**config.mk**
```make
export PLATFORM = sky130hd
export DESIGN_NAME = ipte_mean
export DESIGN_NICKNAME = d
export VERILOG_FILES = /design/src/sv/ipte_pkg.sv /design/src/sv/ipte_mean.sv
export SDC_FILE = /design/constraint.sdc
export NUM_CORES = 2
export LEC_CHECK = 0
export ABC_AREA = 1
export BUFFER_PORTS_ARGS = -buffer_cell sky130_fd_sc_hd__buf_2
export CORE_ASPECT_RATIO = 1.1
export CORE_UTILIZATION = 45
export DETAILED_ROUTE_END_ITERATION = 6
export PLACE_DENSITY = 0.62
export SYNTH_ARGS = -nofsm -noshare
export SYNTH_HDL_FRONTEND = slang
export SYNTH_SLANG_ARGS = --single-unit
export TNS_END_PERCENT = 30
```
**constraint.sdc**
```tcl
create_clock -name clk -period 21 [get_ports clk]
set_input_delay 4.2 -clock clk [delete_from_list [all_inputs] [get_ports clk]]
set_output_delay 4.2 -clock clk [all_outputs]
set_load 0.005 [all_outputs]
```
**src/sv/ipte_pkg.sv**
```systemverilog
package ipte_pkg;

  // Fixed field widths of the configuration registers and the running sum.
  localparam int unsigned SUM_W     = 64;
  localparam int unsigned DIST_W    = 20;
  localparam int unsigned HOLD_W    = 32;
  localparam int unsigned MASK_W    = 24;
  localparam int unsigned CFG_W     = 32;
  localparam int unsigned CFG_IDX_W = 3;
  localparam int unsigned EVENT_W   = 3;
  localparam int unsigned HOUR_W    = 5;
  localparam int unsigned HOURS     = 24;

  // One hour is 3600000 ms = 128 * 28125, so the hour of the day is
  // floor(((ts >> 7) mod 675000) / 28125).
  localparam int unsigned MS_SHIFT    = 7;
  localparam int unsigned HOUR_TICKS  = 28125;
  localparam int unsigned DAY_TICKS   = 675000;
  localparam int unsigned DAY_W       = 20;
  localparam int unsigned RECIP_SHIFT = 40;
  localparam int unsigned RECIP_W     = 21;
  localparam logic [RECIP_W-1:0] DAY_RECIP =
    RECIP_W'((64'd1 << RECIP_SHIFT) / DAY_TICKS);

  // Side pipeline stages that follow the input register.
  localparam int unsigned PIPE_N = 4;

  localparam logic [CFG_IDX_W-1:0] REG_MIN_IMPULSE  = 3'd0;
  localparam logic [CFG_IDX_W-1:0] REG_PULLBACK_MAX = 3'd1;
  localparam logic [CFG_IDX_W-1:0] REG_TAKE_PROFIT  = 3'd2;
  localparam logic [CFG_IDX_W-1:0] REG_STOP_LOSS    = 3'd3;
  localparam logic [CFG_IDX_W-1:0] REG_MAX_HOLD     = 3'd4;
  localparam logic [CFG_IDX_W-1:0] REG_SESSION_MASK = 3'd5;

  localparam logic [DIST_W-1:0] RST_MIN_IMPULSE  = 20'd1200;
  localparam logic [DIST_W-1:0] RST_PULLBACK_MAX = 20'd400;
  localparam logic [DIST_W-1:0] RST_TAKE_PROFIT  = 20'd1000;
  localparam logic [DIST_W-1:0] RST_STOP_LOSS    = 20'd500;
  localparam logic [HOLD_W-1:0] RST_MAX_HOLD     = 32'd1800;
  localparam logic [MASK_W-1:0] RST_SESSION_MASK = 24'd257920;

  typedef enum logic [EVENT_W-1:0] {
    EV_NONE        = 3'd0,
    EV_ENTER_LONG  = 3'd1,
    EV_ENTER_SHORT = 3'd2,
    EV_EXIT_LONG   = 3'd3,
    EV_EXIT_SHORT  = 3'd4
  } event_t;

  typedef struct packed {
    logic [DIST_W-1:0] min_impulse;
    logic [DIST_W-1:0] pullback_max;
    logic [DIST_W-1:0] take_profit;
    logic [DIST_W-1:0] stop_loss;
    logic [HOLD_W-1:0] max_hold;
    logic [MASK_W-1:0] session_mask;
  } cfg_t;

  // load[j] moves side stage j+1; first_take marks a real tick leaving the
  // input register, which is when the running mean takes it in.
  typedef struct packed {
    logic [PIPE_N-1:0] load;
    logic              first_take;
  } pipe_ctl_t;

  // 2^(8*idx) mod DAY_TICKS, by doubling with a conditional subtract.
  function automatic logic [DAY_W-1:0] chunk_res(input int unsigned idx);
    logic [DAY_W:0] r;
    r = (DAY_W+1)'(1);
    for (int unsigned k = 0; k < 8 * idx; k++) begin
      r = {r[DAY_W-1:0], 1'b0};
      if (r >= (DAY_W+1)'(DAY_TICKS)) begin
        r = r - (DAY_W+1)'(DAY_TICKS);
      end
    end
    return r[DAY_W-1:0];
  endfunction

endpackage

```
**src/sv/ipte_mean.sv**
```systemverilog
module ipte_mean #(
  parameter int unsigned PRICE_BITS = 32,
  parameter int unsigned COUNT_BITS = 32
) (
  input  logic                  clk,
  input  logic                  rst_n,
  input  ipte_pkg::pipe_ctl_t   ctl,
  input  logic [PRICE_BITS:0]   mid,
  output logic                  above,
  output logic                  below
);

  localparam int unsigned MW = PRICE_BITS + 1;
  localparam int unsigned SW = ipte_pkg::SUM_W;
  localparam int unsigned SX = SW + 1;
  localparam int unsigned PW = MW + COUNT_BITS;
  localparam int unsigned CW = (PW > SW) ? PW : SW;

  logic [SW-1:0]         sum_r;
  logic [SW-1:0]         sum_nxt;
  logic [COUNT_BITS-1:0] cnt_r;
  logic [COUNT_BITS-1:0] cnt_nxt;
  logic [SX-1:0]         sum_ext;

  logic [MW-1:0]         m1_r;
  logic [SW-1:0]         sum1_r;
  logic [COUNT_BITS-1:0] cnt1_r;
  logic [PW-1:0]         prod2_r;
  logic [SW-1:0]         sum2_r;
  logic                  above3_r;
  logic                  below3_r;
  logic                  above4_r;
  logic                  below4_r;

  // The sum and count freeze together once either would overflow.
  always_comb begin
    sum_ext = {1'b0, sum_r} + SX'(mid);
    sum_nxt = sum_r;
    cnt_nxt = cnt_r;
    if (cnt_r != '1 && !sum_ext[SW]) begin
      sum_nxt = sum_ext[SW-1:0];
      cnt_nxt = cnt_r + COUNT_BITS'(1);
    end
  end

  always_ff @(posedge clk) begin
    if (!rst_n) begin
      sum_r <= '0;
      cnt_r <= '0;
    end else if (ctl.first_take) begin
      sum_r <= sum_nxt;
      cnt_r <= cnt_nxt;
    end
  end

  // The mean is compared as mid * count against the sum, both exact.
  always_ff @(posedge clk) begin
    if (ctl.load[0]) begin
      m1_r   <= mid;
      sum1_r <= sum_nxt;
      cnt1_r <= cnt_nxt;
    end
    if (ctl.load[1]) begin
      prod2_r <= PW'(m1_r) * PW'(cnt1_r);
      sum2_r  <= sum1_r;
    end
    if (ctl.load[2]) begin
      above3_r <= CW'(prod2_r) > CW'(sum2_r);
      below3_r <= CW'(prod2_r) < CW'(sum2_r);
    end
    if (ctl.load[3]) begin
      above4_r <= above3_r;
      below4_r <= below3_r;
    end
  end

  assign above = above4_r;
  assign below = below4_r;

endmodule

```
[Word-level counts from Yosys, hierarchy flattened]
Index checks and enable logic that the tools add are counted.
Operators by class
  multiply operators: 1
  $lt $le $gt $ge: 2
  equal/unequal tests: 1
  reductions and logical operators: 2
  add/sub/neg operators: 2
  mux-type cells: 2
Operators with widths (number)
  $add 64x33->65: 1
  $gt 65x64->1: 1
  $lt 65x64->1: 1
  $mul 33x32->65: 1
  $mux 64: 1
  $add 32x1->32 const B: 1
  $mux 32: 1
  $ne 32x32->1 const B: 1
  $logic_and 1x1->1: 1
  $logic_not 1->1: 1
Storage, ports and cells
  word-level logic and storage cells: 21
  output and inout port bits: 2
  flip-flop bits (word level): 358

[Longest topological paths before layout]
  depth in word-level cells: 4
  gate-level depth with buffers: 34
  mapped depth without buffers: 32

[Worst setup path after synthesis]
No wires, ideal clock.
  path kind: register to register
  start point: register cnt1_r[8]
  end point: register prod2_r[57] (data pin)
  path slack: 14.389 ns
  setup time: 0.256 ns
  path buffers: 2
  period minus slack after synthesis: 6.611 ns
  arrival time: 6.355 ns
  cell stages (with the launch flop): 31
  cells stage by stage: edfxtp_1 -> clkbuf_1 -> clkbuf_1 -> nand2_1 -> fa_1 -> inv_1 -> fa_1 -> fa_1 -> inv_1 -> fa_1 -> inv_1 -> fa_1 -> fa_1 -> fa_1 -> inv_1 -> fa_1 -> inv_1 -> ha_1 -> nand2_1 -> nor2_1 -> inv_1 -> nor2_1 -> inv_1 -> nor2_1 -> nand3_1 -> nand3_1 -> nand2_1 -> inv_1 -> nor2_1 -> nand2_1 -> nand2_1
On the way
  longest elaborated chain between the ends: 1
RTL lines
  start: declaration: line ipte_mean.sv:27  | logic [COUNT_BITS-1:0] cnt1_r;
  start signal: assignment: line ipte_mean.sv:61  | cnt1_r <= cnt_nxt;
  $mul 33x32->65: line ipte_mean.sv:64  | prod2_r <= PW'(m1_r) * PW'(cnt1_r);
  end signal: assignment: line ipte_mean.sv:64
  end: declaration: line ipte_mean.sv:28  | logic [PW-1:0] prod2_r;
Every way passes these cells.
A chain may end at the register's enable or synchronous reset.

[Worst setup path after layout]
  start point: register m1_r[8]
  end point: register prod2_r[35] (data pin)
On the way
  longest elaborated chain between the ends: 1
RTL lines
  start: declaration: line ipte_mean.sv:25  | logic [MW-1:0] m1_r;
  start signal: assignment: line ipte_mean.sv:59  | m1_r <= mid;
  $mul 33x32->65: line ipte_mean.sv:64
Every way passes these cells.

==> flow_summary.yaml <==
timing:
  fin_skew_ns: 0.02100
  fin_crit_ns: 7.884
  hold_violations: 0
  worst_slew_pin_slew_ns: 1.091
  slew_violations: 0
  max-slew-margin-rel_pct: 27.27
  post-route-period-util_pct: 37.54
  grt_setup_unrepaired: "false"
  fin_setup_tns_ns: 0
  setup_viol: 0
  fmax_mhz: 126.8
clocking:
  clock-sinks: 358
  htreeDepth: 2
  cts.clk_slew.worst_paths_ns: 0.06
  clock_latency_ns: 0.58
  cts_tree: "done"
  clk_path_buf_depth: 3
  numCtsBuffers: 42
  cts-root-buf: "clkbuf_16"
  cts_hold_buf: 0
  cts_setup_buffers: 0
  cts_resized: 0
layout:
  fill_cells: 12090
  syn2layout_area_growth_pct: 5.487
  final_common_cell: "nand2_1"
  layout.nets: 8357
  final_cell_mix: "nand2_1 (2024), inv_1 (1980), fa_1 (927), ha_1 (362), nor2_1 (354)"
  fin_cells: 8692
  layout-drive-gt1-share_pct: 3.994
  fin_util_pct: 48.08
  regArea_sq_um: 9789
  multi_input_area_sq_um: 37150
  n_antenna_cell: 0
critical_path:
  cpMaxStageDelayCell: "xnor2_1"
  rr_endpoint: "prod2_r[35]"
  critPathMaxFanout: 32
  cp.arrival_ns: 8.14
  critPathKind: "flip-flop to flip-flop"
  crit_cells: 23
  r2r_cells: 23
  worstPathRequired_ns: 21.25
  rrSetupSlack_ns: 13.12
  cpMostUsedCell: "fa_1"
  cp-start-kind: "flip-flop"
  critPathMaxStageDelay_ns: 0.68
  worstSetupEndpointType: "flip-flop"
  reg2reg_from: "m1_r[8]"
  path_cells: "buf_4, nand2_1, fa_1, inv_1, fa_1, fa_1, inv_1, fa_1, inv_1, fa_1, inv_1, fa_1, inv_1, fa_1, fa_1, ha_1, nand2_1, nor2_1, inv_1, o21ai_0, o21bai_1, a21oi_1, xnor2_1"
  crit_family: "adder cells"
  cp-startpoint: "m1_r[8]"
  path_buf_inv: 7
  crit_end: "prod2_r[35]"
synthesis:
  synthesis.area_sq_um: 55550
  syn_area_per_cell_sq_um: 7.772
  ys_seq_elements: 358
  synth_cells: 7148
  synth_seq_area_share_pct: 17.62
  yosys_warnings: 0
  syn_nets: 8477
  ys_types: 40
global_route:
  overflow: 0
  grt_max_degree: 88
  grt_util_met2_pct: 46.81
  grt_pass1_vias: 45970
  grtUsageMet1_pct: 36.58
  top_usage_layer: "met2"
  track_usage_pct: 27.53
  grt_pass1_wl_um: 262900
  met3_usage_pct: 2.703
  antenna_found_initial: 3
detailed_routing:
  vias: 43630
  ant_nets: 0
  routed_wl_um: 164800
  firstDrtPassIters: 5
  post_drt_wl_per_cell_um: 18.96
  via_per_inst: 5.020
  drt_iter0_markers: 2855
  drc: 0
place:
  dp_hpwl_um: 131600
  port_buffers: 41
  dp.cells: 8616
  place.gp.congestion: 0.9638
floorplanning:
  row_count: 134
  num_io_pins: 42
  die_w_um: 337
  die_area_sq_um: 124900
  initial_core_util_pct: 45.58
  die_height_um: 370.5
  core_region_area_sq_um: 121900
hold_path:
  hp-class: "flip-flop to flip-flop"
job:
  cap_violations: 0
status:
  outcome: "finished, final reports clean"
==> state kept, by name, indices dropped and copies added, names as in the netlist, 32 cells and up <==
| name | cells |
|---|---|
| sum1_r | 64 |
| sum2_r | 64 |
| prod2_r | 65 |
| m1_r | 33 |
| cnt_r | 32 |
| sum_r | 64 |
| cnt1_r | 32 |
==> cell families after synthesis <==
kind of cell,after synthesis,synth area share (%)
AO/OA/AOI/OAI,325,3.219
buffers and inverters,2264,15.51
adder cells (fa/ha/maj),1289,41.56
flip-flops,358,17.62
AND/OR/NAND/NOR,2794,20.23
XOR/XNOR,118,1.860
==> worst reg2reg max path, stage by stage, from the launching register on <==
cell      delay [ns]
edfxtp_1        0.48
buf_4           0.58
nand2_1         0.21
fa_1            0.42
inv_1           0.07
fa_1            0.43
fa_1            0.54
inv_1           0.06
fa_1            0.47
inv_1           0.05
fa_1            0.50
inv_1           0.06
fa_1            0.54
inv_1           0.05
fa_1            0.50
fa_1            0.45
ha_1            0.39
nand2_1         0.11
nor2_1          0.19
inv_1           0.08
o21ai_0         0.25
o21bai_1        0.28
a21oi_1         0.16
xnor2_1         0.68
==> routing by layer <==
metal / wire (um) / up-vias
met4: 6330 / 2
met5: 13 / -
met3: 8239 / 265
li1: - / 20400
met2: 79240 / 1236
met1: 71000 / 21730
==> final cells by class <==
class | instances | share of cell area [%]
Inverter | 1985 | 12.72
Timing Repair Buffer | 115 | 1.311
Sequential cell | 358 | 16.71
Clock buffer | 52 | 1.875
Multi-Input combinational cell | 4526 | 63.40
Clock inverter | 24 | 0.4996
Tap cell | 1632 | 3.485
==> synth_stat cells <==
cell,count,area [sq um]
nor2_1,354,1329
inv_1,1980,7432
buf_2,4,20.02
nand4_1,35,219.0
buf_6,10,112.6
nor2_2,3,18.77
or2_2,2,12.51
a31oi_1,10,62.56
nand3_1,212,1061
ha_1,362,4529
nor3b_1,4,30.03
clkbuf_1,251,942.2
o21a_1,11,82.58
nand2_1,2024,7597
xnor2_1,17,148.9
nor3_2,3,30.03
o211ai_1,4,30.03
o221ai_1,1,8.760
and2_1,2,12.51
nand3b_1,2,15.01
buf_4,9,67.56
nand2_2,92,575.6
o21ai_0,69,345.3
a21boi_0,6,45.04
nor4_1,14,87.58
inv_6,1,8.760
a21oi_1,188,940.9
o2111ai_1,2,17.52
fa_1,927,18560
o21bai_1,14,105.1
edfxtp_1,262,7868
buf_1,5,18.77
nand3_2,2,20.02
clkinv_1,2,7.510
nor3_1,42,210.2
inv_2,2,7.510
a21o_1,20,150.1
and3_1,3,18.77
xor2_1,101,884.6
dfxtp_1,96,1922
==> worst min-delay path by stage <==
| stage | startpoint | slack (ns) | depth (start not counted) | endpoint |
|---|---|---|---|---|
| after floorplan | above3_r | 0.40 | 0 | above |
| after detailed placement | sum1_r[42] | 0.40 | 0 | sum2_r[42] |
| after global placement | sum1_r[58] | 0.40 | 0 | sum2_r[58] |
| after global routing | sum1_r[57] | 0.42 | 0 | sum2_r[57] |
| final | sum1_r[8] | 0.42 | 0 | sum2_r[8] |
| after CTS | sum1_r[8] | 0.42 | 0 | sum2_r[8] |
==> through the flow <==
step | setup WS, ns | hold WS, ns | instance area (sq um)
2_1_floorplan | 14.39 | 0.4003 | 55550
3_3_place_gp | 12.83 | 0.4038 | 57210
3_5_place_dp | 12.75 | 0.4045 | 57210
4_1_cts | 13.15 | 0.4170 | 58600
5_1_grt | 12.96 | 0.4208 | 58600
6_report | 13.12 | 0.4163 | 58600
Power is not shown: default switching activity piles up to over one toggle a cycle in this logic, so the estimate is an artifact.
