**config.mk**
```make
export PLATFORM = sky130hd
export DESIGN_NAME = ipte_hour
export DESIGN_NICKNAME = d
export VERILOG_FILES = /design/src/sv/ipte_pkg.sv /design/src/sv/ipte_hour.sv
export SDC_FILE = /design/constraint.sdc
export NUM_CORES = 1
export LEC_CHECK = 0
export BUFFER_PORTS_ARGS = -buffer_cell sky130_fd_sc_hd__buf_4
export CORE_MARGIN = 3
export CORE_UTILIZATION = 60
export DETAILED_ROUTE_END_ITERATION = 8
export HOLD_SLACK_MARGIN = 0.03
export PLACE_DENSITY = 0.91
export REMOVE_ABC_BUFFERS = 1
export SKIP_LAST_GASP = 1
export SYNTH_ARGS = -nofsm -noshare
export SYNTH_HDL_FRONTEND = slang
export SYNTH_SLANG_ARGS = --single-unit
```
**constraint.sdc**
```tcl
create_clock -name clk -period 6.2 [get_ports clk]
set_input_delay 0.62 -clock clk [delete_from_list [all_inputs] [get_ports clk]]
set_output_delay 0.62 -clock clk [all_outputs]
set_load 0.1 [all_outputs]
```
**src/sv/ipte_pkg.sv**
```systemverilog
package ipte_pkg;

  // Fixed field widths of the configuration registers and the running sum.
  localparam int unsigned SUM_W     = 64;
  localparam int unsigned DIST_W    = 20;
  localparam int unsigned HOLD_W    = 32;
  localparam int unsigned MASK_W    = 24;
  localparam int unsigned CFG_W     = 32;
  localparam int unsigned CFG_IDX_W = 3;
  localparam int unsigned EVENT_W   = 3;
  localparam int unsigned HOUR_W    = 5;
  localparam int unsigned HOURS     = 24;

  // One hour is 3600000 ms = 128 * 28125, so the hour of the day is
  // floor(((ts >> 7) mod 675000) / 28125).
  localparam int unsigned MS_SHIFT    = 7;
  localparam int unsigned HOUR_TICKS  = 28125;
  localparam int unsigned DAY_TICKS   = 675000;
  localparam int unsigned DAY_W       = 20;
  localparam int unsigned RECIP_SHIFT = 40;
  localparam int unsigned RECIP_W     = 21;
  localparam logic [RECIP_W-1:0] DAY_RECIP =
    RECIP_W'((64'd1 << RECIP_SHIFT) / DAY_TICKS);

  // Side pipeline stages that follow the input register.
  localparam int unsigned PIPE_N = 4;

  localparam logic [CFG_IDX_W-1:0] REG_MIN_IMPULSE  = 3'd0;
  localparam logic [CFG_IDX_W-1:0] REG_PULLBACK_MAX = 3'd1;
  localparam logic [CFG_IDX_W-1:0] REG_TAKE_PROFIT  = 3'd2;
  localparam logic [CFG_IDX_W-1:0] REG_STOP_LOSS    = 3'd3;
  localparam logic [CFG_IDX_W-1:0] REG_MAX_HOLD     = 3'd4;
  localparam logic [CFG_IDX_W-1:0] REG_SESSION_MASK = 3'd5;

  localparam logic [DIST_W-1:0] RST_MIN_IMPULSE  = 20'd1200;
  localparam logic [DIST_W-1:0] RST_PULLBACK_MAX = 20'd400;
  localparam logic [DIST_W-1:0] RST_TAKE_PROFIT  = 20'd1000;
  localparam logic [DIST_W-1:0] RST_STOP_LOSS    = 20'd500;
  localparam logic [HOLD_W-1:0] RST_MAX_HOLD     = 32'd1800;
  localparam logic [MASK_W-1:0] RST_SESSION_MASK = 24'd257920;

  typedef enum logic [EVENT_W-1:0] {
    EV_NONE        = 3'd0,
    EV_ENTER_LONG  = 3'd1,
    EV_ENTER_SHORT = 3'd2,
    EV_EXIT_LONG   = 3'd3,
    EV_EXIT_SHORT  = 3'd4
  } event_t;

  typedef struct packed {
    logic [DIST_W-1:0] min_impulse;
    logic [DIST_W-1:0] pullback_max;
    logic [DIST_W-1:0] take_profit;
    logic [DIST_W-1:0] stop_loss;
    logic [HOLD_W-1:0] max_hold;
    logic [MASK_W-1:0] session_mask;
  } cfg_t;

  // load[j] moves side stage j+1; first_take marks a real tick leaving the
  // input register, which is when the running mean takes it in.
  typedef struct packed {
    logic [PIPE_N-1:0] load;
    logic              first_take;
  } pipe_ctl_t;

  // 2^(8*idx) mod DAY_TICKS, by doubling with a conditional subtract.
  function automatic logic [DAY_W-1:0] chunk_res(input int unsigned idx);
    logic [DAY_W:0] r;
    r = (DAY_W+1)'(1);
    for (int unsigned k = 0; k < 8 * idx; k++) begin
      r = {r[DAY_W-1:0], 1'b0};
      if (r >= (DAY_W+1)'(DAY_TICKS)) begin
        r = r - (DAY_W+1)'(DAY_TICKS);
      end
    end
    return r[DAY_W-1:0];
  endfunction

endpackage

```
**src/sv/ipte_hour.sv**
```systemverilog
module ipte_hour #(
  parameter int unsigned TIME_BITS = 48
) (
  input  logic                         clk,
  input  ipte_pkg::pipe_ctl_t          ctl,
  input  logic [TIME_BITS-1:0]         ts,
  output logic [ipte_pkg::HOUR_W-1:0]  hour
);

  localparam int unsigned TB   = TIME_BITS - ipte_pkg::MS_SHIFT;
  localparam int unsigned NCH  = (TB + 7) / 8;
  localparam int unsigned PADW = NCH * 8;
  // Up to eight chunks of 255 times a residue below 675000 fit in 31 bits.
  localparam int unsigned VW   = 31;
  localparam int unsigned QW   = 12;
  localparam int unsigned PW   = VW + ipte_pkg::RECIP_W;
  localparam int unsigned RW   = ipte_pkg::DAY_W + 1;

  logic [PADW-1:0]             t_pad;
  logic [VW-1:0]               part [NCH];
  logic [VW-1:0]               acc;
  logic [PW-1:0]               prod;
  logic [VW-1:0]               rem_full;
  logic [ipte_pkg::DAY_W-1:0]  day_pos;
  logic [ipte_pkg::HOUR_W-1:0] hour_nxt;

  logic [VW-1:0]               v1_r;
  logic [VW-1:0]               v2_r;
  logic [QW-1:0]               q2_r;
  logic [RW-1:0]               rr3_r;
  logic [ipte_pkg::HOUR_W-1:0] hour4_r;

  assign t_pad = PADW'(ts[TIME_BITS-1:ipte_pkg::MS_SHIFT]);

  // Each byte of the 128 ms count is folded in with its weight mod one day.
  for (genvar g = 0; g < NCH; g++) begin : g_chunk
    localparam logic [ipte_pkg::DAY_W-1:0] RES = ipte_pkg::chunk_res(g);
    assign part[g] = VW'(t_pad[g*8 +: 8]) * VW'(RES);
  end

  always_comb begin
    acc = '0;
    for (int i = 0; i < NCH; i++) begin
      acc = acc + part[i];
    end
  end

  // The reciprocal estimate is exact or one short of the true quotient.
  assign prod     = PW'(v1_r) * PW'(ipte_pkg::DAY_RECIP);
  assign rem_full = v2_r - VW'(q2_r) * VW'(ipte_pkg::DAY_TICKS);

  always_comb begin
    if (rr3_r >= RW'(ipte_pkg::DAY_TICKS)) begin
      day_pos = ipte_pkg::DAY_W'(rr3_r - RW'(ipte_pkg::DAY_TICKS));
    end else begin
      day_pos = rr3_r[ipte_pkg::DAY_W-1:0];
    end
    hour_nxt = '0;
    for (int k = 1; k < ipte_pkg::HOURS; k++) begin
      if (day_pos >= ipte_pkg::DAY_W'(k * ipte_pkg::HOUR_TICKS)) begin
        hour_nxt = ipte_pkg::HOUR_W'(k);
      end
    end
  end

  always_ff @(posedge clk) begin
    if (ctl.load[0]) begin
      v1_r <= acc;
    end
    if (ctl.load[1]) begin
      v2_r <= v1_r;
      q2_r <= prod[ipte_pkg::RECIP_SHIFT +: QW];
    end
    if (ctl.load[2]) begin
      rr3_r <= rem_full[RW-1:0];
    end
    if (ctl.load[3]) begin
      hour4_r <= hour_nxt;
    end
  end

  assign hour = hour4_r;

endmodule

```
# Word level (Yosys, flattened, before mapping)
# Cells that the tools add are included.
# totals
latch_bits	0
romBits	0
mem_bits_rw	0
mem_count	0
input_bits	54
regBits	90
# op_classes
n_lt_le_gt_ge	24
n_div	0
mul	5
n_eq_ne	0
shift	0
addsub	7
n_reduce_logical	3
bitwise	0
mux	23
# ops
operator	count
>= comparator 20 x 19 -> 1 bit (second input constant)	9
>= comparator 20 x 18 -> 1 bit (second input constant)	5
>= comparator 20 bit (second input constant)	5
two-way mux 5 bit	14
multiplier 31 x 20 -> 51 bit (second input constant)	1
>= comparator 20 x 17 -> 1 bit (second input constant)	2
adder 30 x 18 -> 31 bit	1
adder 29 x 28 -> 30 bit	1
adder 25 x 28 -> 29 bit	1
adder 17 x 24 -> 25 bit	1
multiplier 8 x 16 -> 24 bit (second input constant)	1
multiplier 8 x 14 -> 22 bit (second input constant)	1
>= comparator 21 x 20 -> 1 bit (second input constant)	1
subtractor 21 bit	1
>= comparator 20 x 15 -> 1 bit (second input constant)	1
>= comparator 20 x 16 -> 1 bit (second input constant)	1
two-way mux 20 bit	1
subtractor 20 bit (second input constant)	1
multiplier 12 x 17 -> 18 bit (second input constant)	1
adder 8 x 16 -> 17 bit	1
multiplier 1 x 13 -> 14 bit (second input constant)	1
two-way mux 3 bit	4
OR reduction 8 bit	1
two-way mux 2 bit	2
other kinds (3)	4

# Depth between registers and ports, before layout
# logic_depth
word_depth	25
ltp_mapped	29

# Worst setup path after synthesis
# OpenSTA, ideal clock, no wires.
# synth_timing
kind	in2reg
from	input ts[41]
to	register v1_r[28] (data pin)
setup_time_ns	0.258
arrival_time_ns	6.382
path_buffers	0
cell_stages	26
t_required_ns	5.942
path_slack_ns	-0.439
path_cell_list	ha_1 ha_1 inv_1 fa_1 fa_1 inv_1 ha_1 nor2b_1 o21ai_0 a21boi_0 o21ai_0 a21oi_1 o21a_1 o31a_1 o41a_1 a21oi_1 xor2_1 fa_1 inv_1 ha_1 ha_1 or3_1 a211oi_1 o31ai_1 a21oi_1 xnor2_1
# synth_between
elab_chain_cells	3
# synth_lines
item	line	rtl
start: declaration	ipte_hour.sv:6	input logic [TIME_BITS-1:0] ts,
multiplier 8 x 16 -> 24 bit	ipte_hour.sv:38	assign part[g] = VW'(t_pad[g*8 +: 8]) * VW'(RES);
adder 29 x 28 -> 30 bit	ipte_hour.sv:44	acc = acc + part[i];
adder 30 x 18 -> 31 bit	ipte_hour.sv:44	
net acc[28]	ipte_hour.sv:21	logic [VW-1:0] acc;
end signal: assignment	ipte_hour.sv:68	v1_r <= acc;
end: declaration	ipte_hour.sv:27	logic [VW-1:0] v1_r;
# The timed path passes the listed nets, and every way through them passes these cells.
# A chain may end at the register's enable or synchronous reset.

# Worst setup path after layout
# layout_timing
from	register v1_r[17]
to	register q2_r[11] (data pin)
# layout_between
elab_chain_cells	1
# layout_lines
item	line	rtl
multiplier 31 x 20 -> 51 bit	ipte_hour.sv:49	assign prod = PW'(v1_r) * PW'(ipte_pkg::DAY_RECIP);
net prod[51]	ipte_hour.sv:22	logic [PW-1:0] prod;
end signal: assignment	ipte_hour.sv:72	q2_r <= prod[ipte_pkg::RECIP_SHIFT +: QW];
end: declaration	ipte_hour.sv:29	logic [QW-1:0] q2_r;
# The timed path passes the listed nets, and every way through them passes these cells.

==> out/metrics.cfg <==
[critical_path]
critPathKind=register to register
worstPathArrival_ps=7930
worst_r2r_endpoint=q2_r[11]
crit_path_start_kind=register
reg2reg_setup_slack_ps=-1600
cp_max_fo=4
crit_path_end_kind=register
critPathLaunch=v1_r[17]
r2r_start=v1_r[17]
crit_path_end=q2_r[11]
cp.required_ps=6320
ff2ff_path_depth=23

[layout]
layout-drive-gt1-share=0.224
utilization=0.741
area_growth_pct=21.5
seq_area_um2=2670
layout_commonest_cell=inv_1
nets=3796
fill_cells=2116
final_cell_mix=687 x inv_1, 421 x ha_1, 374 x buf_4, 372 x fa_1, 89 x edfxtp_1
multi_input_area_um2=20100
diodes=0

[timing]
rsz0062_at_grt=yes
fin_crit_ps=7800
slew_viol_final=0
setup_violations=26
worst_slew_margin_rel=0.347
hold_viol=0
layout_setup_ws_ps=-1600
period_share=1.26
worstMarginPinSlew_ps=969
finalClockSkew_ps=12.0
max_freq_mhz=128

[logic_synthesis]
synthesis.area_um2=24300
synthFlopType=edfxtp_1
synth_largest_area_cell=fa_1
synth_top_area_frac=0.317
yosys.cell_types.count=92
yosys_warnings=0
synthTopCellsByArea=fa_1 32%, ha_1 25%, inv_1 11%, edfxtp_1 11%, xnor2_1 2.4%
synthArstFlopShare=0
avgSynthCellArea_um2=9.79
synth_edf_count=89
ys_seq_area_frac=0.110
syn_inst=2487
ys_ff_latch=89

[detailed_routing]
via_count=23800
drtIter0Drc=3340
drt-total-wl_mm=107
drc_errors=31
viasPerCell=6.97
wl_per_cell_um=31.3
final_antenna_net_count=0
first_pass_iters=9

[die]
initial_utilization=0.610
rows=73
die_area_um2=43000
io-pin-count=59
die_h_um=207
design.core.area_um2=39900
die_w_um=207

[clock_network]
cts_sinks=89
clk-insertion-delay-late_ps=400
cts_htree_levels=3
clk_path_buf_depth=2
cts_tree=built
cts_buffers=9
clk_pin_slew_ps=80
cts_hold_buf=0
cts-root-buf=clkbuf_16

[global_route]
grt-ovfl-total=0
grt_antenna_before_repair=1
grtUsageTotal=0.410
grt_max_degree=34
grt_pass1_vias=24400
grt_pass1_wl_mm=136

[place]
gp_congestion=0.988
portBuffers=50
dpl.hpwl_mm=60.4

[status]
outcome=finished with violations
failed_checks=design-rule violations, negative setup slack

[run]
drv_cap=0

[hold_path]
hold_class=input port to register

flip-flops by register name, indices dropped and copies added (netlist names):
signal,cells
rr3_r,21
q2_r,12
v1_r,30
hour,5
v2_r,21
repair_timing:
| item | CTS | global route |
|---|---|---|
| gates resized for setup | 152 | 115 |
| setup endpoints to repair | 24 | 27 |
| hold endpoints to repair | 0 | 0 |
| pin swaps | 137 | 106 |
| buffers inserted | 59 | 38 |
final cells by class:
type,count,area share
clock buffer,9,0.00761
clock inverter,7,0.00266
inverter,715,0.0908
multi-input combinational,1663,0.681
sequential,89,0.0903
tap,525,0.0222
timing repair buffer,401,0.106
synth_stat cells (8+ instances only):
master,number
a211oi_1,9
a21boi_0,9
a21o_1,38
a21oi_1,93
a31oi_1,16
and2_1,12
and3_1,11
buf_2,10
edfxtp_1,89
fa_1,386
ha_1,477
inv_1,715
nand2_1,73
nand2b_1,14
nand3_1,30
nand4_1,14
nor2_1,70
nor2b_1,11
nor3_1,36
nor4_1,8
o211ai_1,17
o21a_1,16
o21ai_0,61
o21bai_1,12
o31ai_1,11
or2_2,8
xnor2_1,68
xor2_1,34
per-layer routing:
| layer | part of all wire | track usage | routed length (um) |
|---|---|---|---|
| met1 | 0.29 | 0.419 | 31100 |
| met2 | 0.42 | 0.673 | 44900 |
| met3 | 0.15 | 0.129 | 16300 |
| met4 | 0.14 | 0.368 | 14500 |
| met5 | 0.00066 | 0 | 71 |
kinds of logic after synthesis:
family                     count (synthesis)  share of synthesized area
muxes                                      2                   0.000822
buffers and inverters                    735                      0.115
xor gates and xnor gates                 105                     0.0387
adders and majority gates                863                      0.562
DFF                                       89                      0.110
AOI/OAI and AO/OA                        374                      0.105
and+or+nand+nor                          319                     0.0679
worst min path at each step:
stage          startpoint  endpoint  slack [ps]  depth (start not counted)
2_1_floorplan     v2_r[0]  rr3_r[0]         400                          0
3_3_place_gp      v2_r[0]  rr3_r[0]         410                          0
3_5_place_dp      v2_r[1]  rr3_r[1]         420                          0
4_1_cts             ts[9]   v1_r[2]         410                          1
5_1_grt            ts[10]   v1_r[3]         410                          1
6_report            ts[9]   v1_r[2]         410                          1
worst max-delay path, cell delays in order, from the launching register on:
cell and delay [ps]:
edfxtp_1 570, buf_4 260, ha_4 270, fa_1 730
inv_1 170, fa_1 550, inv_1 80, fa_1 600
fa_1 460, fa_1 570, fa_1 460, ha_4 310
nand4_1 170, buf_4 210, nor2_2 90, a211oi_2 70
o21a_2 290, o21ai_2 430, a31oi_1 130, a21o_1 230
a31o_4 260, o2111a_1 240, o21bai_1 190, xnor2_1 160
metrics by stage:
stage	setup slack, ps	setup TNS, ps	hold slack [ps]	cell area [um^2]	std cells
2_1_floorplan	-439	-2150	400	24200	2467
3_3_place_gp	-855	-11320	406	27300	3313
3_5_place_dp	-1110	-17350	416	27300	3313
4_1_cts	-544	-5030	407	28800	3374
5_1_grt	-1570	-23950	415	29600	3409
6_report	-1600	-24780	409	29600	3409
Power is left out: the tool's default activity adds up to more than one toggle a clock period on the data nets, which glitch-free logic cannot reach.
