`config.mk`:
```
export PLATFORM = sky130hd
export DESIGN_NAME = ipte_trade
export DESIGN_NICKNAME = d
export VERILOG_FILES = /design/src/sv/ipte_pkg.sv /design/src/sv/ipte_trade.sv
export SDC_FILE = /design/constraint.sdc
export NUM_CORES = 2
export LEC_CHECK = 0
export BUFFER_PORTS_ARGS = -buffer_cell sky130_fd_sc_hd__buf_2
export CORE_MARGIN = 4
export CORE_UTILIZATION = 34
export DETAILED_ROUTE_END_ITERATION = 16
export HOLD_SLACK_MARGIN = 0.08
export PLACE_DENSITY = 0.57
export SETUP_SLACK_MARGIN = 0.4
export SYNTH_ARGS = -nofsm -noshare
export SYNTH_HDL_FRONTEND = slang
export SYNTH_SLANG_ARGS = --single-unit
```
`constraint.sdc`:
```
create_clock -name clk -period 28.5 [get_ports clk]
set_input_delay 0 -clock clk [delete_from_list [all_inputs] [get_ports clk]]
set_output_delay 0 -clock clk [all_outputs]
set_load 0.05 [all_outputs]
```
`src/sv/ipte_pkg.sv`:
```
package ipte_pkg;

  // Fixed field widths of the configuration registers and the running sum.
  localparam int unsigned SUM_W     = 64;
  localparam int unsigned DIST_W    = 20;
  localparam int unsigned HOLD_W    = 32;
  localparam int unsigned MASK_W    = 24;
  localparam int unsigned CFG_W     = 32;
  localparam int unsigned CFG_IDX_W = 3;
  localparam int unsigned EVENT_W   = 3;
  localparam int unsigned HOUR_W    = 5;
  localparam int unsigned HOURS     = 24;

  // One hour is 3600000 ms = 128 * 28125, so the hour of the day is
  // floor(((ts >> 7) mod 675000) / 28125).
  localparam int unsigned MS_SHIFT    = 7;
  localparam int unsigned HOUR_TICKS  = 28125;
  localparam int unsigned DAY_TICKS   = 675000;
  localparam int unsigned DAY_W       = 20;
  localparam int unsigned RECIP_SHIFT = 40;
  localparam int unsigned RECIP_W     = 21;
  localparam logic [RECIP_W-1:0] DAY_RECIP =
    RECIP_W'((64'd1 << RECIP_SHIFT) / DAY_TICKS);

  // Side pipeline stages that follow the input register.
  localparam int unsigned PIPE_N = 4;

  localparam logic [CFG_IDX_W-1:0] REG_MIN_IMPULSE  = 3'd0;
  localparam logic [CFG_IDX_W-1:0] REG_PULLBACK_MAX = 3'd1;
  localparam logic [CFG_IDX_W-1:0] REG_TAKE_PROFIT  = 3'd2;
  localparam logic [CFG_IDX_W-1:0] REG_STOP_LOSS    = 3'd3;
  localparam logic [CFG_IDX_W-1:0] REG_MAX_HOLD     = 3'd4;
  localparam logic [CFG_IDX_W-1:0] REG_SESSION_MASK = 3'd5;

  localparam logic [DIST_W-1:0] RST_MIN_IMPULSE  = 20'd1200;
  localparam logic [DIST_W-1:0] RST_PULLBACK_MAX = 20'd400;
  localparam logic [DIST_W-1:0] RST_TAKE_PROFIT  = 20'd1000;
  localparam logic [DIST_W-1:0] RST_STOP_LOSS    = 20'd500;
  localparam logic [HOLD_W-1:0] RST_MAX_HOLD     = 32'd1800;
  localparam logic [MASK_W-1:0] RST_SESSION_MASK = 24'd257920;

  typedef enum logic [EVENT_W-1:0] {
    EV_NONE        = 3'd0,
    EV_ENTER_LONG  = 3'd1,
    EV_ENTER_SHORT = 3'd2,
    EV_EXIT_LONG   = 3'd3,
    EV_EXIT_SHORT  = 3'd4
  } event_t;

  typedef struct packed {
    logic [DIST_W-1:0] min_impulse;
    logic [DIST_W-1:0] pullback_max;
    logic [DIST_W-1:0] take_profit;
    logic [DIST_W-1:0] stop_loss;
    logic [HOLD_W-1:0] max_hold;
    logic [MASK_W-1:0] session_mask;
  } cfg_t;

  // load[j] moves side stage j+1; first_take marks a real tick leaving the
  // input register, which is when the running mean takes it in.
  typedef struct packed {
    logic [PIPE_N-1:0] load;
    logic              first_take;
  } pipe_ctl_t;

  // 2^(8*idx) mod DAY_TICKS, by doubling with a conditional subtract.
  function automatic logic [DAY_W-1:0] chunk_res(input int unsigned idx);
    logic [DAY_W:0] r;
    r = (DAY_W+1)'(1);
    for (int unsigned k = 0; k < 8 * idx; k++) begin
      r = {r[DAY_W-1:0], 1'b0};
      if (r >= (DAY_W+1)'(DAY_TICKS)) begin
        r = r - (DAY_W+1)'(DAY_TICKS);
      end
    end
    return r[DAY_W-1:0];
  endfunction

endpackage

```
`src/sv/ipte_trade.sv`:
```
module ipte_trade #(
  parameter int unsigned PRICE_BITS = 32,
  parameter int unsigned TIME_BITS  = 48
) (
  input  logic                          clk,
  input  logic                          rst_n,
  input  logic                          take,
  input  logic [TIME_BITS-1:0]          ts,
  input  logic [PRICE_BITS-1:0]         ask,
  input  logic [PRICE_BITS-1:0]         bid,
  input  logic                          above,
  input  logic                          below,
  input  logic [ipte_pkg::HOUR_W-1:0]   hour,
  input  ipte_pkg::cfg_t                cfg,
  output logic [ipte_pkg::EVENT_W-1:0]  event_res,
  output logic [PRICE_BITS-1:0]         trade_price,
  output logic signed [PRICE_BITS:0]    trade_pnl,
  output logic                          in_position,
  output logic                          session_open
);

  localparam int unsigned MW = PRICE_BITS + 1;
  localparam int unsigned DW = ipte_pkg::DIST_W;
  // Range compares against doubled distances; exit compares add a distance.
  localparam int unsigned CW = ((MW > DW) ? MW : DW) + 1;
  localparam int unsigned EW = ((PRICE_BITS > DW) ? PRICE_BITS : DW) + 1;

  logic                  pos_r, pos_nxt;
  logic                  side_r, side_nxt;
  logic                  rv_r;
  logic [MW-1:0]         rh_r, rh_nxt;
  logic [MW-1:0]         rl_r, rl_nxt;
  logic [PRICE_BITS-1:0] entry_r, entry_nxt;
  logic [TIME_BITS-1:0]  etime_r, etime_nxt;

  ipte_pkg::event_t      ev_r, ev_nxt;
  logic [PRICE_BITS-1:0] price_r, price_nxt;
  logic [MW-1:0]         pnl_r, pnl_nxt;
  logic                  inpos_r;
  logic                  sess_r;

  logic [MW-1:0]         mid;
  logic [MW-1:0]         rng_hi;
  logic [MW-1:0]         rng_lo;
  logic                  sess;
  logic                  impulse_ok;
  logic                  long_ok;
  logic                  short_ok;
  logic [TIME_BITS-1:0]  elapsed;
  logic                  timeout;
  logic [EW-1:0]         e_x, bid_x, ask_x, tp_x, sl_x;
  logic                  long_hit;
  logic                  short_hit;

  assign mid  = MW'(ask) + MW'(bid);
  assign sess = cfg.session_mask[hour];

  // The range always widens first; an entry then collapses it to the mid.
  always_comb begin
    if (!rv_r) begin
      rng_hi = mid;
      rng_lo = mid;
    end else begin
      rng_hi = (mid > rh_r) ? mid : rh_r;
      rng_lo = (mid < rl_r) ? mid : rl_r;
    end
  end

  assign impulse_ok = CW'(rng_hi - rng_lo) >= (CW'(cfg.min_impulse) << 1);
  assign long_ok    = above && (CW'(rng_hi - mid) <= (CW'(cfg.pullback_max) << 1));
  assign short_ok   = below && (CW'(mid - rng_lo) <= (CW'(cfg.pullback_max) << 1));

  assign elapsed = ts - etime_r;
  assign timeout = elapsed > TIME_BITS'(cfg.max_hold);

  assign e_x   = EW'(entry_r);
  assign bid_x = EW'(bid);
  assign ask_x = EW'(ask);
  assign tp_x  = EW'(cfg.take_profit);
  assign sl_x  = EW'(cfg.stop_loss);

  assign long_hit  = (bid_x >= e_x + tp_x) || (bid_x + sl_x <= e_x) || timeout;
  assign short_hit = (ask_x + tp_x <= e_x) || (ask_x >= e_x + sl_x) || timeout;

  always_comb begin
    rh_nxt    = rng_hi;
    rl_nxt    = rng_lo;
    pos_nxt   = pos_r;
    side_nxt  = side_r;
    entry_nxt = entry_r;
    etime_nxt = etime_r;
    ev_nxt    = ipte_pkg::EV_NONE;
    price_nxt = '0;
    pnl_nxt   = '0;
    if (sess) begin
      if (!pos_r) begin
        if (impulse_ok && long_ok) begin
          pos_nxt   = 1'b1;
          side_nxt  = 1'b1;
          entry_nxt = ask;
          etime_nxt = ts;
          ev_nxt    = ipte_pkg::EV_ENTER_LONG;
          price_nxt = ask;
          rh_nxt    = mid;
          rl_nxt    = mid;
        end else if (impulse_ok && short_ok) begin
          pos_nxt   = 1'b1;
          side_nxt  = 1'b0;
          entry_nxt = bid;
          etime_nxt = ts;
          ev_nxt    = ipte_pkg::EV_ENTER_SHORT;
          price_nxt = bid;
          rh_nxt    = mid;
          rl_nxt    = mid;
        end
      end else if (side_r) begin
        if (long_hit) begin
          pos_nxt   = 1'b0;
          ev_nxt    = ipte_pkg::EV_EXIT_LONG;
          price_nxt = bid;
          pnl_nxt   = {1'b0, bid} - {1'b0, entry_r};
        end
      end else begin
        if (short_hit) begin
          pos_nxt   = 1'b0;
          ev_nxt    = ipte_pkg::EV_EXIT_SHORT;
          price_nxt = ask;
          pnl_nxt   = {1'b0, entry_r} - {1'b0, ask};
        end
      end
    end
  end

  always_ff @(posedge clk) begin
    if (!rst_n) begin
      pos_r <= 1'b0;
      rv_r  <= 1'b0;
    end else if (take) begin
      pos_r <= pos_nxt;
      rv_r  <= 1'b1;
    end
  end

  always_ff @(posedge clk) begin
    if (take) begin
      side_r  <= side_nxt;
      rh_r    <= rh_nxt;
      rl_r    <= rl_nxt;
      entry_r <= entry_nxt;
      etime_r <= etime_nxt;
      ev_r    <= ev_nxt;
      price_r <= price_nxt;
      pnl_r   <= pnl_nxt;
      inpos_r <= pos_nxt;
      sess_r  <= sess;
    end
  end

  assign event_res    = ev_r;
  assign trade_price  = price_r;
  assign trade_pnl    = pnl_r;
  assign in_position  = inpos_r;
  assign session_open = sess_r;

endmodule

```
After elaboration in Yosys (flattened, before gate mapping)
Cells that the tools add are included.
{"block": "totals", "word_cells": 87, "regBits": 219, "in_bits": 258}
{"block": "op_classes", "reduce_logical": 11, "n_lt_le_gt_ge": 11, "n_addsub": 11, "mux": 41, "n_bitwise": 1}
{"cell": "$mux W33", "n": 15}
{"cell": "$mux W32", "n": 8}
{"cell": "$add A32 B20 Y33", "n": 4}
{"cell": "$sub A33 B33 Y34", "n": 3}
{"cell": "$mux W48", "n": 2}
{"cell": "$le A34 B21 Y1", "n": 2}
{"cell": "$ge A32 B33 Y1", "n": 2}
{"cell": "$le A33 B32 Y1", "n": 2}
{"cell": "$sub A32 B32 Y33", "n": 2}
{"cell": "$gt A48 B32 Y1", "n": 1}
{"cell": "$sub A48 B48 Y48", "n": 1}
{"cell": "$ge A34 B21 Y1", "n": 1}
{"cell": "$add A32 B32 Y33", "n": 1}
{"cell": "$gt A33 B33 Y1", "n": 1}
{"cell": "$lt A33 B33 Y1", "n": 1}
{"cell": "$mux W1", "n": 9}
{"cell": "$mux W3", "n": 3}
{"cell": "$lt A5 B6 Y1 const B", "n": 1}
{"cell": "$mux W2", "n": 3}
{"cell": "$bmux W1 S5", "n": 1}
{"cell": "$logic_and A1 B1 Y1", "n": 4}
{"cell": "$logic_or A1 B1 Y1", "n": 4}
{"cell": "$reduce_and A4 Y1", "n": 1}
{"cell": "$reduce_and A2 Y1", "n": 1}
{"cell": "2 further kinds", "n": 2}

Logic depth before layout (Yosys ltp)
{"block": "logic_depth", "depth_word": 12, "mapped_depth": 59}

Worst setup path before layout
OpenSTA, ideal clock, no wires.
{"block": "synth_timing", "path_kind": "input-to-reg", "startpoint": "input ask[0]", "endpoint": "register entry_r[0], enable pin", "t_arrival_ns": 15.316, "required_ns": 27.855, "setup_ns": 0.645, "stages": 47, "setup_slack_ns": 12.538, "cell_sequence": "ha_1 fa_1 a211o_1 a211o_1 a21oi_1 o21bai_1 a21o_1 a21oi_1 o21ai_0 nand2_1 a31oi_1 a211o_1 a41o_1 a21o_1 a21o_1 xor2_1 ha_1 a21o_1 (+11 left out) o311a_4 o21ai_2 o21ai_0 xnor2_1 ha_1 a21o_1 a21o_1 a21oi_1 a21oi_1 o31a_1 o21ai_0 nand3_1 nand2_1 nand3_1 a2111oi_0 nor4bb_1 nand4_1 a21boi_0"}
{"block": "synth_between", "elab_chain_len": 10, "elab_cells_between_ends": 19, "classes_between": "add/sub (4); order compare (5); mux (4); reduce/logical (6)"}
{"element": "from (decl)", "line_no": "ipte_trade.sv:9", "text": "input logic [PRICE_BITS-1:0] ask,"}
{"element": "$add A32 B32 Y33 (*)", "line_no": "ipte_trade.sv:55", "text": "assign mid = MW'(ask) + MW'(bid);"}
{"element": "$gt A33 B33 Y1 / $lt A33 B33 Y1 (equally long branches)", "line_no": "ipte_trade.sv:64, ipte_trade.sv:65"}
{"element": "$mux W33, on equally long branches", "line_no": "ipte_trade.sv:64, ipte_trade.sv:65"}
{"element": "$mux W33", "line_no": "ipte_trade.sv:60", "text": "if (!rv_r) begin"}
{"element": "$sub A33 B33 Y34, on equally long branches", "line_no": "ipte_trade.sv:70, ipte_trade.sv:71"}
{"element": "$le A34 B21 Y1, on equally long branches", "line_no": "ipte_trade.sv:70, ipte_trade.sv:71"}
{"element": "$logic_and A1 B1 Y1, on equally long branches", "line_no": "ipte_trade.sv:70, ipte_trade.sv:71"}
{"element": "$logic_and A1 B1 Y1, on equally long branches", "line_no": "ipte_trade.sv:97, ipte_trade.sv:106"}
{"element": "$reduce_bool A2 Y1 (no line) (*)"}
{"element": "$reduce_and A4 Y1 (no line) (*)"}
{"element": "to (signal assigned)", "line_no": "ipte_trade.sv:149", "text": "entry_r <= entry_nxt;"}
{"element": "to (decl)", "line_no": "ipte_trade.sv:33", "text": "logic [PRICE_BITS-1:0] entry_r, entry_nxt;"}
Mark *: on every way between the ends. The rest lies on a longest branch, timed or not.
A chain may end at the register's enable or synchronous reset.

Final worst setup path
{"block": "layout_timing", "startpoint": "input ask[0]", "endpoint": "register price_r[12] (netlist: trade_price[12]) (data pin)"}
{"block": "layout_between", "elab_chain_len": 11, "elab_cells_between_ends": 27, "classes_between": "add/sub (5); order compare (7); mux (9); reduce/logical (6)"}
{"element": "$add A32 B32 Y33", "line_no": "ipte_trade.sv:55"}
{"element": "$lt A33 B33 Y1", "line_no": "ipte_trade.sv:65", "text": "rng_lo = (mid < rl_r) ? mid : rl_r;"}
{"element": "$mux W33", "line_no": "ipte_trade.sv:65"}
{"element": "$mux W33", "line_no": "ipte_trade.sv:60"}
{"element": "$sub A33 B33 Y34", "line_no": "ipte_trade.sv:71", "text": "assign short_ok = below && (CW'(mid - rng_lo) <= (CW'(cfg.pullback_max) << 1));"}
{"element": "$le A34 B21 Y1", "line_no": "ipte_trade.sv:71"}
{"element": "$logic_and A1 B1 Y1", "line_no": "ipte_trade.sv:71"}
{"element": "$logic_and A1 B1 Y1", "line_no": "ipte_trade.sv:106", "text": "end else if (impulse_ok && short_ok) begin"}
{"element": "$mux W32", "line_no": "ipte_trade.sv:106"}
{"element": "$mux W32", "line_no": "ipte_trade.sv:97", "text": "if (impulse_ok && long_ok) begin"}
{"element": "$mux W32 (*)", "line_no": "ipte_trade.sv:96", "text": "if (!pos_r) begin"}
{"element": "to (signal assigned)", "line_no": "ipte_trade.sv:152", "text": "price_r <= price_nxt;"}
{"element": "to (decl)", "line_no": "ipte_trade.sv:37", "text": "logic [PRICE_BITS-1:0] price_r, price_nxt;"}
Marked as above.

==> flow_summary.yaml <==
setup_path:
  cp_slowest_cell: "nand2_2"
  endpoint_kind: "flop"
  reg2reg_slack_ns: 16.63
  cp_common_cell: "a21oi_1"
  worstPathRequired_ns: 28.99
  crit_arrival_ns: 15.13
  cp-start-kind: "primary input"
  worstSetupPathType: "in -> reg"
  cp_max_fo: 44
  crit_path_max_incr_delay_ns: 0.84
  r2r_cells: 45
cts:
  cts_tree: "yes"
  ctsHtreeMaxLevel: 1
  clk_path_buf_depth: 3
  ctsResizeCount: 0
  path_clk_slew_ns: 0.06
  root_buffer: "clkbuf_16"
  clk_latency_ns: 0.62
  cts_made_buffers: 31
  cts_sinks: 219
floorplan:
  initial_core_util_pct: 34.23
  fp.dieW_um: 319.6
  die_h_um: 319.6
  io_pins: 328
  core_um2: 96420
  die-area_um2: 102100
  rows: 114
global_route:
  grtUsageTotal_pct: 21.84
  grt_pass1_wl_um: 175700
  grt_pass1_vias: 30149
  grt_overflow: 0
  grt_max_degree: 67
  grt_antenna_before_repair: 16
timing:
  setup_violations: 0
  rsz0062_at_grt: "no"
  finalCritPeriodShare_pct: 51.38
  fin_setup_tns_ns: 0
  skew_ns: 0.01787
  hold_viol: 0
  slew_headroom_pct: 27.97
  worstMarginPinSlew_ns: 1.077
  fmax_mhz: 68.30
  finalMaxSlewViolations: 0
  post-route-min-period_ns: 14.64
  fin_hold_ws_ns: 0.1133
place:
  postPlaceCellArea_um2: 36090
  io_buffers: 327
  place.gp.congestion: 0.9397
  dp_hpwl_um: 96290
detailed_routing:
  ant_nets: 0
  m1WireLength_um: 51590
  viasPerCell: 5.514
  totalWireLength_um: 117100
  wl_met3_um: 7680
  route.detailed.drc: 0
  drtPass1Iterations: 6
  highest-signal-layer: "met5"
  met2WireLength_um: 53920
  vias: 31226
  drt-initial-drc-count: 2258
  routedWlPerCell_um: 20.69
synth:
  synth.distinct_cells: 106
  synth_ff_type: "edfxtp_1"
  yosysWarnings: 0
  syn-num-nets: 4777
  avgSynthCellArea_um2: 8.453
  async_flop_share_pct: 0
  seq_area_frac_synth_pct: 19.87
  synth-seq-cells: 219
  syn-instance-count: 3904
  synth_edf_count: 217
  syn_area_um2: 33000
cells_and_area:
  final_common_cell: "ha_1"
  nets: 5230
  fin_area_um2: 38620
  multi_input_area_um2: 24680
  syn2layout_area_growth_pct: 17.02
  num-fill-cells: 9913
  drive_gt1_share_pct: 11.30
  layout_common_cells: "ha_1 (604), inv_1 (383), a21oi_1 (336), buf_2 (326), nor2_1 (243)"
  register_area_um2: 6556
power:
  pwr_density_cell_nw_per_um2: 58.14
  vdd_drop_max_v: 0.00004314
  p_leak_nw: 18.36
hold_path:
  worstHoldPathCells: 2
  hold_path.class: "in -> reg"
run:
  cap_violations: 0
outcome:
  status: "finished, final reports clean"
==> sequential cells by signal, summed over array words and instances, names as in the netlist <==
register and count:
pos_r 1, trade_pnl 33, side_r 1, rv_r 1, etime_r 48, event_res 3, trade_price 32, rh_r 33
rl_r 33, entry_r 32, session_open 1, in_position 1
==> cells by family (layout without fill, tap and decap cells) <==
group | Yosys count | after routing | share of synthesized area [%]
compound gates | 1194 | 1194 | 24.12
simple gates | 1002 | 1002 | 15.11
fa+ha+maj | 615 | 615 | 23.57
buf+inv | 462 | 937 | 5.467
xor+xnor | 290 | 290 | 7.738
flops | 219 | 219 | 19.87
mux | 122 | 122 | 4.133
other cells | 0 | 8 | 0
==> routing by layer <==
| layer | vias up | track usage, % |
|---|---|---|
| li1 | 15418 | - |
| met1 | 14651 | 28.84 |
| met3 | 198 | 3.803 |
| met4 | 16 | 6.156 |
| met2 | 943 | 36.67 |
| met5 | - | 0 |
==> report_power, final <==
group / leakage, nW / internal, mW / switching, mW
Clock: 0.493 / 0.242 / 0.166
Sequential: 2.11 / 0.383 / 0.0121
Combinational: 15.8 / 0.585 / 0.858
Total: 18.4 / 1.21 / 1.04
==> synthesized netlist by cell type (21+ instances only) <==
library cell	instances	area (um^2)
o211ai_1	29	217.7
xor2_1	96	840.8
nor2b_1	54	337.8
ha_1	604	7557
xnor2_1	193	1690
o21ai_0	202	1011
clkbuf_1	53	198.9
and2_1	30	187.7
o21bai_1	40	300.3
nor3_1	83	415.4
or3_1	23	143.9
mux2_2	34	382.9
nand4_1	87	544.3
and3_1	34	212.7
edfxtp_1	217	6516
nand2_1	235	882.1
a31oi_1	34	212.7
nor4_1	23	143.9
a211oi_1	37	277.8
o21a_1	56	420.4
a21oi_1	337	1687
nand3_1	83	415.4
inv_1	383	1438
nand2b_1	49	306.5
o22ai_1	21	131.4
mux2i_1	77	770.7
nor2_1	243	912.1
a22o_1	32	280.3
a21o_1	218	1637
==> path summary, 6_finish.rpt <==
path,start,endpoint
setup / recovery,ask[0],trade_price[12]
hold / removal,ts[34],etime_r[34]
setup reg to reg,rh_r[1],trade_price[12]
hold reg to reg,pos_r,pos_r
==> metrics by stage <==
step | std cells | utilization [%] | setup WS, ns | power (mW)
2_1_floorplan | 3904 | - | 12.54 | 1.435
3_3_place_gp | 5452 | 37.43 | 14.64 | 1.804
3_5_place_dp | 5452 | 37.43 | 14.48 | 1.807
4_1_cts | 5655 | 40.03 | 14.15 | 2.242
5_1_grt | 5657 | 40.04 | 12.93 | 2.433
6_report | 5663 | 40.05 | 13.86 | 2.245
==> layout make-up <==
type / count / share of cell area (%)
clock inverter: 20 / 0.6026
antenna: 8 / 0.05184
clock buffer: 35 / 2.048
sequential: 219 / 16.98
inverter: 384 / 3.732
timing repair buffer: 498 / 8.537
tap: 1276 / 4.134
multi-input combinational: 3223 / 63.92
==> repair_timing <==
item                                   CTS  global route
buffers inserted                         0             0
setup endpoints to repair                0             0
endpoints found under the hold margin  154             0
hold buffers                           148             0
==> worst max-delay path: cells and delay by family <==
| kind | cells | cell delay, ns |
|---|---|---|
| adders and majority gates | 6 | 1.78 |
| buffers and inverters | 5 | 2.21 |
| AOI/OAI and AO/OA | 29 | 7.02 |
| xor gates and xnor gates | 2 | 0.63 |
| and+or+nand+nor | 13 | 3.37 |
No activity file was read; power rests on OpenSTA's default activity.
